`src/design/gcl_pkg.sv`:
```
// gcl_pkg: shared types and codes for the glyph coverage lookup block.
// Item payload structs, range record layout, command/format/register codes.
// No dependencies.
package gcl_pkg;

    typedef struct packed {
        logic [1:0]  cmd;
        logic [9:0]  slot;
        logic [15:0] glyph;
        logic [15:0] last_glyph;
        logic [15:0] start_index;
    } gcl_in_t;

    typedef struct packed {
        logic        found;
        logic [16:0] coverage_index;
    } gcl_out_t;

    typedef struct packed {
        logic [15:0] first_glyph;
        logic [15:0] last_glyph;
        logic [15:0] start_index;
    } gcl_range_t;

    localparam logic [1:0] CMD_WR_LIST  = 2'd0;
    localparam logic [1:0] CMD_WR_RANGE = 2'd1;
    localparam logic [1:0] CMD_LOOKUP   = 2'd2;

    localparam logic [1:0] FMT_LIST  = 2'd1;
    localparam logic [1:0] FMT_RANGE = 2'd2;

    localparam logic [1:0] REG_FORMAT      = 2'd0;
    localparam logic [1:0] REG_GLYPH_TOTAL = 2'd1;
    localparam logic [1:0] REG_RANGE_TOTAL = 2'd2;

    localparam int CFG_DATA_W = 11;

endpackage

```
`src/design/gcl_search.sv`:
```
// gcl_search: probe sequencer with one shared compare/add unit.
// Runs the power-of-two binary search over the list or range first glyphs.
// Depends on gcl_pkg; reads through gcl_store.
module gcl_search import gcl_pkg::*; #(
    parameter int PW  = 10,
    parameter int CNW = 11
) (
    input  logic            aclk,
    input  logic            aresetn,
    input  logic            start,
    input  logic            use_range,
    input  logic [CNW-1:0]  count,
    input  logic [15:0]     key,
    output logic            rd_en,
    output logic [PW-1:0]   rd_addr,
    input  logic [15:0]     glyph_rd,
    input  gcl_range_t      range_rd,
    output logic            done,
    output gcl_out_t        result
);
    typedef enum logic [2:0] {S_IDLE, S_PROBE, S_CMP, S_FETCH, S_FINAL} state_t;

    state_t          state_reg, state_next;
    logic [PW-1:0]   pos_reg, pos_next;
    logic [PW-1:0]   addr_reg, addr_next;
    logic [CNW-1:0]  step_reg, step_next;
    logic [15:0]     key_reg, key_next;
    logic            rng_reg, rng_next;

    logic [CNW-1:0]  power;
    logic [CNW-1:0]  extra;
    logic [15:0]     probe_val;
    logic [PW-1:0]   pos_cmp;
    logic [CNW-1:0]  step_half;
    logic [CNW-1:0]  addr_sum;
    logic [15:0]     offs;
    logic [16:0]     range_cov;

    // highest set bit of the entry count
    always_comb begin
        power = '0;
        for (int i = 0; i < CNW; i++) begin
            if (count[i]) begin
                power    = '0;
                power[i] = 1'b1;
            end
        end
    end

    assign extra     = count - power;
    assign probe_val = rng_reg ? range_rd.first_glyph : glyph_rd;
    assign pos_cmp   = (probe_val <= key_reg) ? addr_reg : pos_reg;
    assign step_half = step_reg >> 1;
    assign addr_sum  = CNW'(pos_cmp) + step_half;
    assign offs      = key_reg - range_rd.first_glyph;
    assign range_cov = 17'(range_rd.start_index) + 17'(offs);

    always_comb begin
        state_next = state_reg;
        pos_next   = pos_reg;
        addr_next  = addr_reg;
        step_next  = step_reg;
        key_next   = key_reg;
        rng_next   = rng_reg;
        done       = 1'b0;
        result     = '0;
        unique case (state_reg)
            S_IDLE: begin
                if (start) begin
                    pos_next   = '0;
                    addr_next  = extra[PW-1:0];
                    step_next  = power;
                    key_next   = key;
                    rng_next   = use_range;
                    state_next = S_PROBE;
                end
            end
            S_PROBE: begin
                state_next = S_CMP;
            end
            S_CMP: begin
                pos_next = pos_cmp;
                if (step_reg > CNW'(1)) begin
                    step_next  = step_half;
                    addr_next  = addr_sum[PW-1:0];
                    state_next = S_PROBE;
                end else begin
                    addr_next  = pos_cmp;
                    state_next = S_FETCH;
                end
            end
            S_FETCH: begin
                state_next = S_FINAL;
            end
            S_FINAL: begin
                done = 1'b1;
                if (rng_reg) begin
                    if (range_rd.first_glyph <= key_reg && key_reg <= range_rd.last_glyph) begin
                        result.found          = 1'b1;
                        result.coverage_index = range_cov;
                    end
                end else if (glyph_rd == key_reg) begin
                    result.found          = 1'b1;
                    result.coverage_index = 17'(pos_reg);
                end
                state_next = S_IDLE;
            end
            default: state_next = S_IDLE;
        endcase
    end

    always_ff @(posedge aclk) begin
        if (!aresetn) begin
            state_reg <= S_IDLE;
        end else begin
            state_reg <= state_next;
        end
        pos_reg  <= pos_next;
        addr_reg <= addr_next;
        step_reg <= step_next;
        key_reg  <= key_next;
        rng_reg  <= rng_next;
    end

    assign rd_en   = (state_reg == S_PROBE) || (state_reg == S_FETCH);
    assign rd_addr = addr_reg;

endmodule

```
`config.mk`:
```
export PLATFORM = sky130hd
export DESIGN_NAME = gcl_search
export DESIGN_NICKNAME = d
export VERILOG_FILES = /design/src/design/gcl_pkg.sv /design/src/design/gcl_search.sv
export SDC_FILE = /design/constraint.sdc
export NUM_CORES = 1
export LEC_CHECK = 0
export BUFFER_PORTS_ARGS = -buffer_cell sky130_fd_sc_hd__buf_2
export CELL_PAD_IN_SITES_DETAIL_PLACEMENT = 0
export CELL_PAD_IN_SITES_GLOBAL_PLACEMENT = 1
export CORE_MARGIN = 2
export CORE_UTILIZATION = 42
export DETAILED_ROUTE_END_ITERATION = 10
export PLACE_DENSITY_LB_ADDON = 0.1
export SYNTH_ARGS = -nofsm -noshare
export SYNTH_HDL_FRONTEND = slang
export SYNTH_SLANG_ARGS = --single-unit
```
`constraint.sdc`:
```
create_clock -name aclk -period 5.11 [get_ports aclk]
set_input_delay 1.022 -clock aclk [delete_from_list [all_inputs] [get_ports aclk]]
set_output_delay 1.022 -clock aclk [all_outputs]
set_load 0.01 [all_outputs]
```
==> reports/summary.md, run 1 <==
* **leakage** 3.28 nW
* **maximum number of pins on one net before global-route repair** 30
* **detailed route wirelength on metal3** 772 um
* **CP peak stage delay** 0.45 ns
* **largest delay contributor family on the critical path** compound AO/OA/AOI/OAI gates
* **antenna violation net count after detailed routing** 0
* **class of the worst hold path** flop to flop
* **count of flip-flops with a built-in enable after synthesis** 47
* **dominant synthesized flop cell** sky130_fd_sc_hd__edfxtp_1
* **Die Wd** 121 um
* **max cap viols** 0
* **number of failing setup endpoints in the final timing report** 0
* **via/cell ratio** 5.18
* **length of routed wiring on met1** 7810 um
* **DRC errors left** 0
* **Cells after Synth** 659
* **via count of the first global-routing pass** 5,008
* **dominant cells by area after synthesis** sky130_fd_sc_hd__edfxtp_1, sky130_fd_sc_hd__ha_1, sky130_fd_sc_hd__inv_1
* **number of DRC markers in iteration 0** 211
* **cell area power density** 254 nW/um^2
* **top cell types by occurrence after synthesis** sky130_fd_sc_hd__ha_1, sky130_fd_sc_hd__inv_1, sky130_fd_sc_hd__nand2_1
* **top routing layer in use** met4
* **design internal power** 1.11 mW
* **antenna violations before repair** 2
* **synthesis-to-finish area growth** 22.6%
* **total track usage** 0.213
* **final sum of negative setup slack** 0 ns
* **Yosys cell types** 59
* **initial core utilization** 0.431
* **count of input and output buffers** 124
* **routability congestion estimate from global placement** 0.974
* **fraction of final layout cells sized beyond drive strength 1** 0.264
* **Max FO, Critical Path** 6
* **most frequently used cell type in the post-synthesis netlist** sky130_fd_sc_hd__ha_1
* **clock root cell** sky130_fd_sc_hd__clkbuf_16
* **Peak VDD IR** 0.127 mV
* **required time reported for the critical path endpoint** 4.09 ns
* **count of nets after finishing** 992
* **proportion of synthesized flip-flops having asynchronous set or reset** 0
* **Final period util** 0.975
* **setup repair after global routing missed its margin** yes
* **Yosys warning count** 0
* **part of the power in the clock network** 0.191
* **critical path capture point type** output pin
* **Worst Skew** 0.00871 ns
* **fin crit period** 4.98 ns
* **flip-flop count of the largest register, all copies and words added** 16
* **Worst Tran Pin Value** 0.895 ns
* **clock transition time at the flip-flop clock pins of the worst setup and hold paths** 0.07 ns
* **power dissipated by switching net loads** 0.665 mW
* **Seq pwr share** 0.301
* **maximum clock rate** 0.201 GHz
* **first-pass GRT wire length** 24,500 um
* **pins over their slew limit** 0
* **count of placed standard cells including taps** 975
* **sum of buffers and inverters on the critical path** 5
* **Critical Path Source Type** primary input
* **run status** finished clean
* **final WL** 15,400 um
* **Cell Chain, Critical Path** buf_8 > inv_4 > ha_4 > a21o_1 > a21o_1 > buf_4 > a311oi_1 > xnor2_1 > ha_1 > buf_4 > o41ai_2 > o211ai_1 > o21ai_0 > mux2i_1 > nor3_2 > buf_2
* **detail-routed net length per standard cell** 15.6 um
* **Die Y-Extent** 121 um
* **Placeable Area** 13,200 um^2
* **Max stage delay cell, worst path** sky130_fd_sc_hd__o41ai_2
* **flip-flop and latch count after synthesis** 50
* **total overflow reported by the global router** 0
* **number of core rows** 42
* **sequential-to-total area share from yosys stat** 0.258
* **buffer levels on the longest clock path** 2
* **amount of wire on met2 after detailed routing** 6690 um
* **switching share of power** 0.375
* **Final Hold Violating Endpoints** 0
* **via count of the routed design** 5,129
* **final cell count without fillers** 990
* **clock latency of the later-clocked register in the worst-skew pair** 0.29 ns
* **Worst EP arrival** 3.96 ns
* **total clock buffers created by CTS** 5
* **kind of critical path** primary input to output pin
* **Syn Area/Cell** 8.65 um^2
* **HPWL after DPL** 13,100 um
* **dominant cell type by area after synthesis** sky130_fd_sc_hd__edfxtp_1
* **area of the die** 14,500 um^2
* **Comb pwr share** 0.508
* **normalized max-slew margin** 0.402
* **Detailed Routing Iterations Pass 1** 4
* **TritonCTS clock tree** yes
* **sink count of the clock tree** 50
* **Post-Synthesis Cell Area** 5700 um^2
* **number of H-tree levels** 2
* **nets in the synthesized netlist** 840
* **share of the synthesized area in the top cell type** 0.247
* **top-level port count** 125
-- path summary, 6_finish.rpt --
check / start / to / slack [ns] / cells after the start
setup reg to reg: rng_reg$_DFFE_PP_ / rd_addr[9]$_DFFE_PP_ / 0.67 / 18
hold / removal: state_reg[2]$_SDFFE_PN0P_ / state_reg[1]$_SDFFE_PN0P_ / 0.56 / 1
setup / recovery: range_rd[33] / result[14] / 0.13 / 16
hold reg to reg: state_reg[2]$_SDFFE_PN0P_ / state_reg[1]$_SDFFE_PN0P_ / 0.56 / 1
-- power groups by stage --
| stage | Combinational (mW) | Sequential, mW | Clock (mW) |
|---|---|---|---|
| floorplan | 0.605 | 0.534 | 0 |
| CTS | 0.872 | 0.537 | 0.346 |
| finish | 0.901 | 0.533 | 0.339 |
| global placement | 0.834 | 0.544 | 0 |
| detailed placement | 0.852 | 0.545 | 0 |
| global route | 1.01 | 0.539 | 0.364 |
-- cells by family (layout without fill, tap and decap cells) --
family / count (synthesis) / in the layout / synth area share
AOI/OAI and AO/OA: 151 / 151 / 0.169
adders and majority gates: 86 / 86 / 0.194
and+or+nand+nor: 201 / 201 / 0.178
xor gates and xnor gates: 56 / 56 / 0.0860
muxes: 29 / 29 / 0.0562
DFF: 50 / 50 / 0.258
other: 0 / 2 / 0
buffers and inverters: 86 / 239 / 0.0586
-- cells in the final DEF, fill, tap and decap left out, drive strengths merged, types with 4 or more instances in the layout --
master	count
inv	77
nor2b	11
nor4	10
nand3	18
nor3	18
mux2	18
edfxtp	47
mux2i	11
nand2	49
or3	4
xnor2	26
o21bai	4
xor2	30
clkbuf	5
nand3b	6
nand4	12
a211oi	6
o211ai	5
and2	8
o21a	8
a21o	10
and3	5
buf	155
ha	82
nor2	46
a31oi	6
o21ai	45
a21oi	41
nand2b	9
fa	4
-- worst register-to-register path: stages (launching register included) --
cell,delay [ns]
sky130_fd_sc_hd__edfxtp_1,0.38
sky130_fd_sc_hd__buf_12,0.17
sky130_fd_sc_hd__mux2_2,0.36
sky130_fd_sc_hd__ha_1,0.31
sky130_fd_sc_hd__nand4_1,0.20
sky130_fd_sc_hd__a2111o_1,0.40
sky130_fd_sc_hd__a31oi_1,0.25
sky130_fd_sc_hd__buf_4,0.21
sky130_fd_sc_hd__buf_4,0.18
sky130_fd_sc_hd__mux2i_1,0.32
sky130_fd_sc_hd__inv_1,0.10
sky130_fd_sc_hd__ha_1,0.36
sky130_fd_sc_hd__nor3_1,0.07
sky130_fd_sc_hd__nor2_1,0.15
sky130_fd_sc_hd__nand3_1,0.09
sky130_fd_sc_hd__nand3_1,0.10
sky130_fd_sc_hd__mux2i_1,0.28
sky130_fd_sc_hd__xnor2_1,0.15
sky130_fd_sc_hd__o21ai_0,0.09
-- per-stage QoR --
step	util	instance area, um^2	power, mW	hold slack [ns]	setup slack, ns
floorplan	-	5700	1.14	0.478	0.276
global placement	0.506	6700	1.38	0.525	-0.000667
detailed placement	0.506	6700	1.40	0.532	-0.164
CTS	0.520	6890	1.75	0.546	-0.000427
global route	0.528	6990	1.91	0.576	-0.0543
finish	0.528	6990	1.77	0.558	0.125
-- what timing repair did --
item,in CTS,in global routing
endpoints found under the setup margin,4,10
pin swaps,6,15
gates resized for setup,5,21
hold buffers,0,0
buffers inserted,2,4
-- area by class of cell --
type,instances,area [um^2]
Fill cell,1296,6250
Tap cell,176,220
Inverter,76,288
Clock inverter,3,23.8
Antenna cell,2,5.00
Multi-Input combinational cell,523,3980
Clock buffer,5,125
Timing Repair Buffer,155,880
Sequential cell,50,1470
-- routing by layer --
metal	GRT usage	vias up
met3	0.0316	8
met1	0.309	2322
met2	0.340	119
li1	-	2680
met4	0.0371	0
met5	0	-
Power figures use the tool's default switching activity.
==> run 2, diff against run 1 <==
- SETUP_SLACK_MARGIN: default -> 0.2
==> reports/summary.md, run 2 (synthesis gave the netlist of run 1 again) <==
* **global routing met1 resource utilization** 0.310, +0.000501
* **antenna violation net count after detailed routing** 0, unchanged
* **fraction of final layout cells sized beyond drive strength 1** 0.304, +0.0405
* **first-pass GRT wire length** 25,000 um, +2.1%
* **DRC errors left** 0, unchanged
* **total overflow reported by the global router** 0, unchanged
* **critical register-to-register path endpoint** rd_addr[9]$_DFFE_PP_
* **leakage** 3.36 nW, +2.3%
* **leading cell types in the layout, fill and taps excluded** sky130_fd_sc_hd__buf_2, sky130_fd_sc_hd__inv_1, sky130_fd_sc_hd__ha_1, sky130_fd_sc_hd__nand2_1, sky130_fd_sc_hd__edfxtp_1
* **Peak VDD IR** 0.126 mV, -0.77%
* **Max FO, Critical Path** 5, -1
* **slack of the worst reg-to-reg path** 0.78 ns, +0.11 ns
* **Detailed Routing Iterations Pass 1** 4, unchanged
* **Worst EP arrival** 3.94 ns, -0.02 ns
* **cell area power density** 257 nW/um^2, +1.4%
* **top-level port count** 125, unchanged
* **clock root cell** sky130_fd_sc_hd__clkbuf_16
* **Cell Chain, Critical Path** buf_2 > inv_1 > ha_2 > buf_4 > nand4_1 > a21oi_2 > nor3_2 > buf_4 > o21bai_1 > a21oi_1 > xnor2_1 > ha_2 > o21a_1 > nor2_2 > or3_4 > a211oi_2 > buf_2
* **sink count of the clock tree** 50, unchanged
* **layer with the highest usage** met2
* **initial core utilization** 0.431, unchanged
* **setup repair after global routing missed its margin** yes
* **Max stage delay cell, worst path** sky130_fd_sc_hd__ha_2
* **required time reported for the critical path endpoint** 4.09 ns, about the same
* **hold wc startpoint** state_reg[2]$_SDFFE_PN0P_
* **number of DRC markers in iteration 0** 194, -8.1%
* **CP peak stage delay** 0.39 ns, -0.06 ns
* **number of failing setup endpoints in the final timing report** 0, unchanged
* **count of nets after finishing** 999, +0.71%
* **clock transition time at the flip-flop clock pins of the worst setup and hold paths** 0.07 ns, about the same
* **via/cell ratio** 5.22, +0.77%
* **routability congestion estimate from global placement** 0.974, unchanged
* **run status** finished clean
* **instance area at placement** 6700 um^2, unchanged
* **Worst Tran Pin Value** 0.885 ns, -0.0105 ns
* **Reg-to-Reg Start** rng_reg$_DFFE_PP_
* **antenna violations before repair** 2, unchanged
* **detail-routed net length per standard cell** 15.9 um, +2.1%
* **launch point of the critical path** range_rd[36]
* **hold-fix buffer count after cts** 0, unchanged
* **Critical Path Source Type** primary input
* **normalized max-slew margin** 0.409, +0.00703
* **pre-CTS setup slack** -0.164 ns, unchanged
* **total clock buffers created by CTS** 5, unchanged
* **buffer levels on the longest clock path** 2, unchanged
* **sum of buffers and inverters on the critical path** 5, unchanged
* **pins over their slew limit** 0, unchanged
* **number of core rows** 42, unchanged
* **final setup slack of the worst path** 0.145 ns, +0.0194 ns
* **clock latency of the later-clocked register in the worst-skew pair** 0.29 ns, about the same
* **via count of the routed design** 5,205, +1.5%
* **kind of critical path** primary input to output pin
* **maximum number of pins on one net before global-route repair** 30, unchanged
* **Die Wd** 121 um, unchanged
* **area of the die** 14,500 um^2, unchanged
* **largest delay contributor family on the critical path** compound AO/OA/AOI/OAI gates
* **met3 layer usage reported by global route** 0.0330, +0.00142
* **HPWL after DPL** 13,100 um, unchanged
* **flip-flop count of the largest register, all copies and words added** 16, unchanged
* **Placeable Area** 13,200 um^2, unchanged
* **final-layout fill cell count** 1,260, -2.8%
* **cells on worst reg2reg path** 18, unchanged
* **total track usage** 0.217, +0.00439
* **synthesis-to-finish area growth** 26.5%
* **number of H-tree levels** 2, unchanged
* **final WL** 15,900 um, +2.9%
* **max cap viols** 0, unchanged
* **met2 Track Usage GR** 0.350, +0.0102
* **Final Hold Violating Endpoints** 0, unchanged
* **leading cell type in the layout, fill and taps excluded** sky130_fd_sc_hd__buf_2
* **worst hold path cell count** 1, unchanged
* **class of the worst hold path** flop to flop
* **final sum of negative setup slack** 0 ns, unchanged
* **hold worst-path end** state_reg[1]$_SDFFE_PN0P_
* **overall power consumption** 1.85 mW, +4.6%
* **critical path capture point type** output pin
* **TritonCTS clock tree** yes
* **Final period util** 0.972, -0.00380
* **count of input and output buffers** 124, unchanged
* **post-route cell area** 7220 um^2, +3.2%
* **fin crit period** 4.97 ns, -0.0194 ns
* **Die Y-Extent** 121 um, unchanged
* **Worst Skew** 0.00775 ns, -0.000965 ns
* **via count of the first global-routing pass** 5,107, +2.0%
* **maximum clock rate** 0.201 GHz, +0.39%
## run 2: worst max-delay path by stage
| stage | slack [ns] | to | depth (start not counted) |
|---|---|---|---|
| after floorplan | 0.28 | result[15] | 15 |
| after global placement | -0.0007 | result[15] | 18 |
| after detailed placement | -0.16 | result[15] | 18 |
| after CTS | 0.16 | result[11] | 20 |
| after global routing | -0.05 | result[11] | 20 |
| final | 0.14 | result[16] | 17 |
## run 2: through the flow
stage	util	hold slack [ns]	cells
after floorplan	-	0.478	659
after global placement	0.506	0.525	975
after detailed placement	0.506	0.532	975
after CTS	0.527	0.546	990
after global routing	0.545	0.576	996
final	0.545	0.558	997
## run 2: layer usage
layer	routed length, um	up-vias
li1	-	2703
met1	7810	2372
met2	6970	118
met3	864	12
met4	220	0
met5	0	-
## run 2: area by class of cell
cell class                      count  area [um^2]  share of cell area
Tap cell                          176          220              0.0305
Clock inverter                      3         23.8             0.00329
Sequential cell                    50         1470               0.204
Timing Repair Buffer              162          951               0.132
Inverter                           76          288              0.0399
Antenna cell                        2         5.00            0.000694
Multi-Input combinational cell    523         4130               0.573
Clock buffer                        5          125              0.0173
## run 2: what timing repair did
action	4_1_cts	5_1_grt
gates cloned	0	0
setup buffers	7	5
setup endpoints to repair	8	13
gates resized for setup	24	43
pin swaps	18	25
## run 2: power breakdown
part | total, mW | switching [mW] | internal, mW
Combinational | 0.983 | 0.510 | 0.473
Clock | 0.338 | 0.155 | 0.183
Sequential | 0.534 | 0.0356 | 0.498
Total | 1.85 | 0.700 | 1.15
## run 2: worst register-to-register path, stage by stage (launching register included)
cell and delay, ns:
sky130_fd_sc_hd__edfxtp_1 0.38, sky130_fd_sc_hd__buf_12 0.16, sky130_fd_sc_hd__mux2_2 0.36, sky130_fd_sc_hd__ha_1 0.31, sky130_fd_sc_hd__nand4_1 0.20, sky130_fd_sc_hd__a2111o_1 0.41
sky130_fd_sc_hd__a31oi_2 0.20, sky130_fd_sc_hd__buf_4 0.19, sky130_fd_sc_hd__buf_4 0.19, sky130_fd_sc_hd__mux2i_2 0.29, sky130_fd_sc_hd__inv_1 0.09, sky130_fd_sc_hd__ha_1 0.35
sky130_fd_sc_hd__nor3_1 0.07, sky130_fd_sc_hd__nor2_1 0.15, sky130_fd_sc_hd__nand3_1 0.09, sky130_fd_sc_hd__nand3_1 0.11, sky130_fd_sc_hd__mux2i_2 0.27, sky130_fd_sc_hd__xnor2_1 0.14
sky130_fd_sc_hd__o21ai_0 0.09
==> run 3, diff against run 2 <==
- RECOVER_POWER: default -> 50
==> reports/summary.md, run 3 (synthesis gave the netlist of run 1 again) <==
* **count of input and output buffers** 124, unchanged
* **run status** finished clean
* **pins over their slew limit** 0, unchanged
* **leading cell type in the layout, fill and taps excluded** sky130_fd_sc_hd__buf_2
* **hold-fix buffer count after cts** 0, unchanged
* **sink count of the clock tree** 50, unchanged
* **normalized max-slew margin** 0.257, -0.152
* **buffer levels on the longest clock path** 2, unchanged
* **kind of critical path** primary input to output pin
* **maximum clock rate** 0.202 GHz, about the same
* **top-level port count** 125, unchanged
* **total overflow reported by the global router** 0, unchanged
* **class of the worst hold path** flop to flop
* **HPWL after DPL** 13,100 um, unchanged
* **Die Wd** 121 um, unchanged
* **final sum of negative setup slack** 0 ns, unchanged
* **routability congestion estimate from global placement** 0.974, unchanged
* **critical path capture point type** output pin
* **via/cell ratio** 5.24, +0.29%
* **cell area power density** 258 nW/um^2, +0.31%
* **total track usage** 0.217, unchanged
* **clock latency of the later-clocked register in the worst-skew pair** 0.30 ns, about the same
* **total clock buffers created by CTS** 5, unchanged
* **final WL** 15,900 um, +0.17%
* **launch point of the critical path** range_rd[33]
* **initial core utilization** 0.431, unchanged
* **count of nets after finishing** 999, unchanged
* **Worst Skew** 0.00955 ns, +0.00180 ns
* **number of failing setup endpoints in the final timing report** 0, unchanged
* **area of the die** 14,500 um^2, unchanged
* **final standard cell utilization of the core** 0.543, -0.00198
* **flip-flop count of the largest register, all copies and words added** 16, unchanged
* **synthesis-to-finish area growth** 26.1%
* **final-layout fill cell count** 1,269, +0.71%
* **fin crit period** 4.96 ns, -0.00486 ns
* **max cap viols** 0, unchanged
* **antenna violations before repair** 2, unchanged
* **Final period util** 0.971, about the same
* **first-pass GRT wire length** 25,000 um, unchanged
* **Cell Chain, Critical Path** buf_8 > inv_4 > buf_4 > fa_2 > nand3_2 > nand2_1 > a21o_1 > a21oi_2 > xnor2_2 > ha_2 > nor2_1 > nor2_2 > o41ai_4 > o211a_1 > or3_4 > a211oi_2 > buf_2
* **clock root cell** sky130_fd_sc_hd__clkbuf_16
* **number of H-tree levels** 2, unchanged
* **antenna violation net count after detailed routing** 0, unchanged
* **Peak VDD IR** 0.128 mV, +1.1%
* **number of DRC markers in iteration 0** 222, +14%
* **required time reported for the critical path endpoint** 4.09 ns, about the same
* **number of core rows** 42, unchanged
* **via count of the first global-routing pass** 5,107, unchanged
* **via count of the routed design** 5,220, +0.29%
* **flip-flop and latch area** 1470 um^2, unchanged
* **Final Hold Violating Endpoints** 0, unchanged
* **Max stage delay cell, worst path** sky130_fd_sc_hd__fa_2
* **Max FO, Critical Path** 3, -2
* **Worst EP arrival** 3.94 ns, about the same
* **setup repair after global routing missed its margin** yes
* **Detailed Routing Iterations Pass 1** 5, +1
* **leading cell types in the layout, fill and taps excluded** sky130_fd_sc_hd__buf_2, sky130_fd_sc_hd__inv_1, sky130_fd_sc_hd__ha_1, sky130_fd_sc_hd__nand2_1, sky130_fd_sc_hd__edfxtp_1
* **area used by multi-input combinational logic** 4130 um^2, -0.12%
* **fraction of final layout cells sized beyond drive strength 1** 0.284, -0.0195
* **hold wc startpoint** state_reg[2]$_SDFFE_PN0P_
* **Critical Path Source Type** primary input
* **DRC errors left** 0, unchanged
* **maximum number of pins on one net before global-route repair** 30, unchanged
* **clock transition time at the flip-flop clock pins of the worst setup and hold paths** 0.07 ns, about the same
* **CP peak stage delay** 0.41 ns, +0.02 ns
* **detail-routed net length per standard cell** 15.9 um, +0.17%
* **Worst Tran Pin Value** 1.12 ns, +0.230 ns
* **Reg-to-Reg Start** rng_reg$_DFFE_PP_
* **Die Y-Extent** 121 um, unchanged
* **leakage** 3.31 nW, -1.4%
* **TritonCTS clock tree** yes
* **Placeable Area** 13,200 um^2, unchanged
==> run 3: worst paths after layout <==
check	end	slack, ns	cells after the start
worst max-delay path	result[16]	0.15	17
worst min register to register	state_reg[1]$_SDFFE_PN0P_	0.54	1
worst min-delay path	state_reg[1]$_SDFFE_PN0P_	0.54	1
worst max register to register	rd_addr[9]$_DFFE_PP_	0.77	18
==> run 3: metrics by stage <==
| step | hold slack (ns) | setup slack (ns) | total power, mW | cell area (um^2) | std cells |
|---|---|---|---|---|---|
| 6_report | 0.544 | 0.150 | 1.85 | 7190 | 997 |
| 5_1_grt | 0.562 | -0.0496 | 1.99 | 7190 | 996 |
| 4_1_cts | 0.546 | 0.158 | 1.77 | 6980 | 990 |
| 3_5_place_dp | 0.532 | -0.164 | 1.40 | 6700 | 975 |
| 3_3_place_gp | 0.525 | -0.000667 | 1.38 | 6700 | 975 |
| 2_1_floorplan | 0.478 | 0.276 | 1.14 | 5700 | 659 |
==> run 3: layout make-up <==
class	count	area share
sequential	50	0.205
multi-input combinational	523	0.574
inverter	76	0.0400
timing repair buffer	162	0.129
antenna	2	0.000696
clock buffer	5	0.0174
clock inverter	3	0.00331
tap	176	0.0306
==> run 3: report_power, final <==
part           switching (mW)  internal (mW)  leakage (nW)
logic                   0.511          0.469          2.76
registers              0.0359          0.498         0.485
clock network           0.156          0.183        0.0665
==> run 3: what timing repair did <==
action,in CTS,in global routing
resized for setup,24,43
buffers inserted,7,5
pin swaps,18,25
setup endpoints to repair,8,13
==> run 3: worst max-delay path, delay by kind of cell <==
kind / cells / cell delay, ns
compound gates: 5 / 0.96
xor+xnor: 1 / 0.09
fa+ha+maj: 2 / 0.77
buf+inv: 4 / 0.40
simple gates: 5 / 0.71
==> run 3: layer usage <==
layer	global-route usage	wire [um]
met1	0.310	7910
met2	0.350	7000
met3	0.0330	754
met4	0.0443	235
met5	0	0
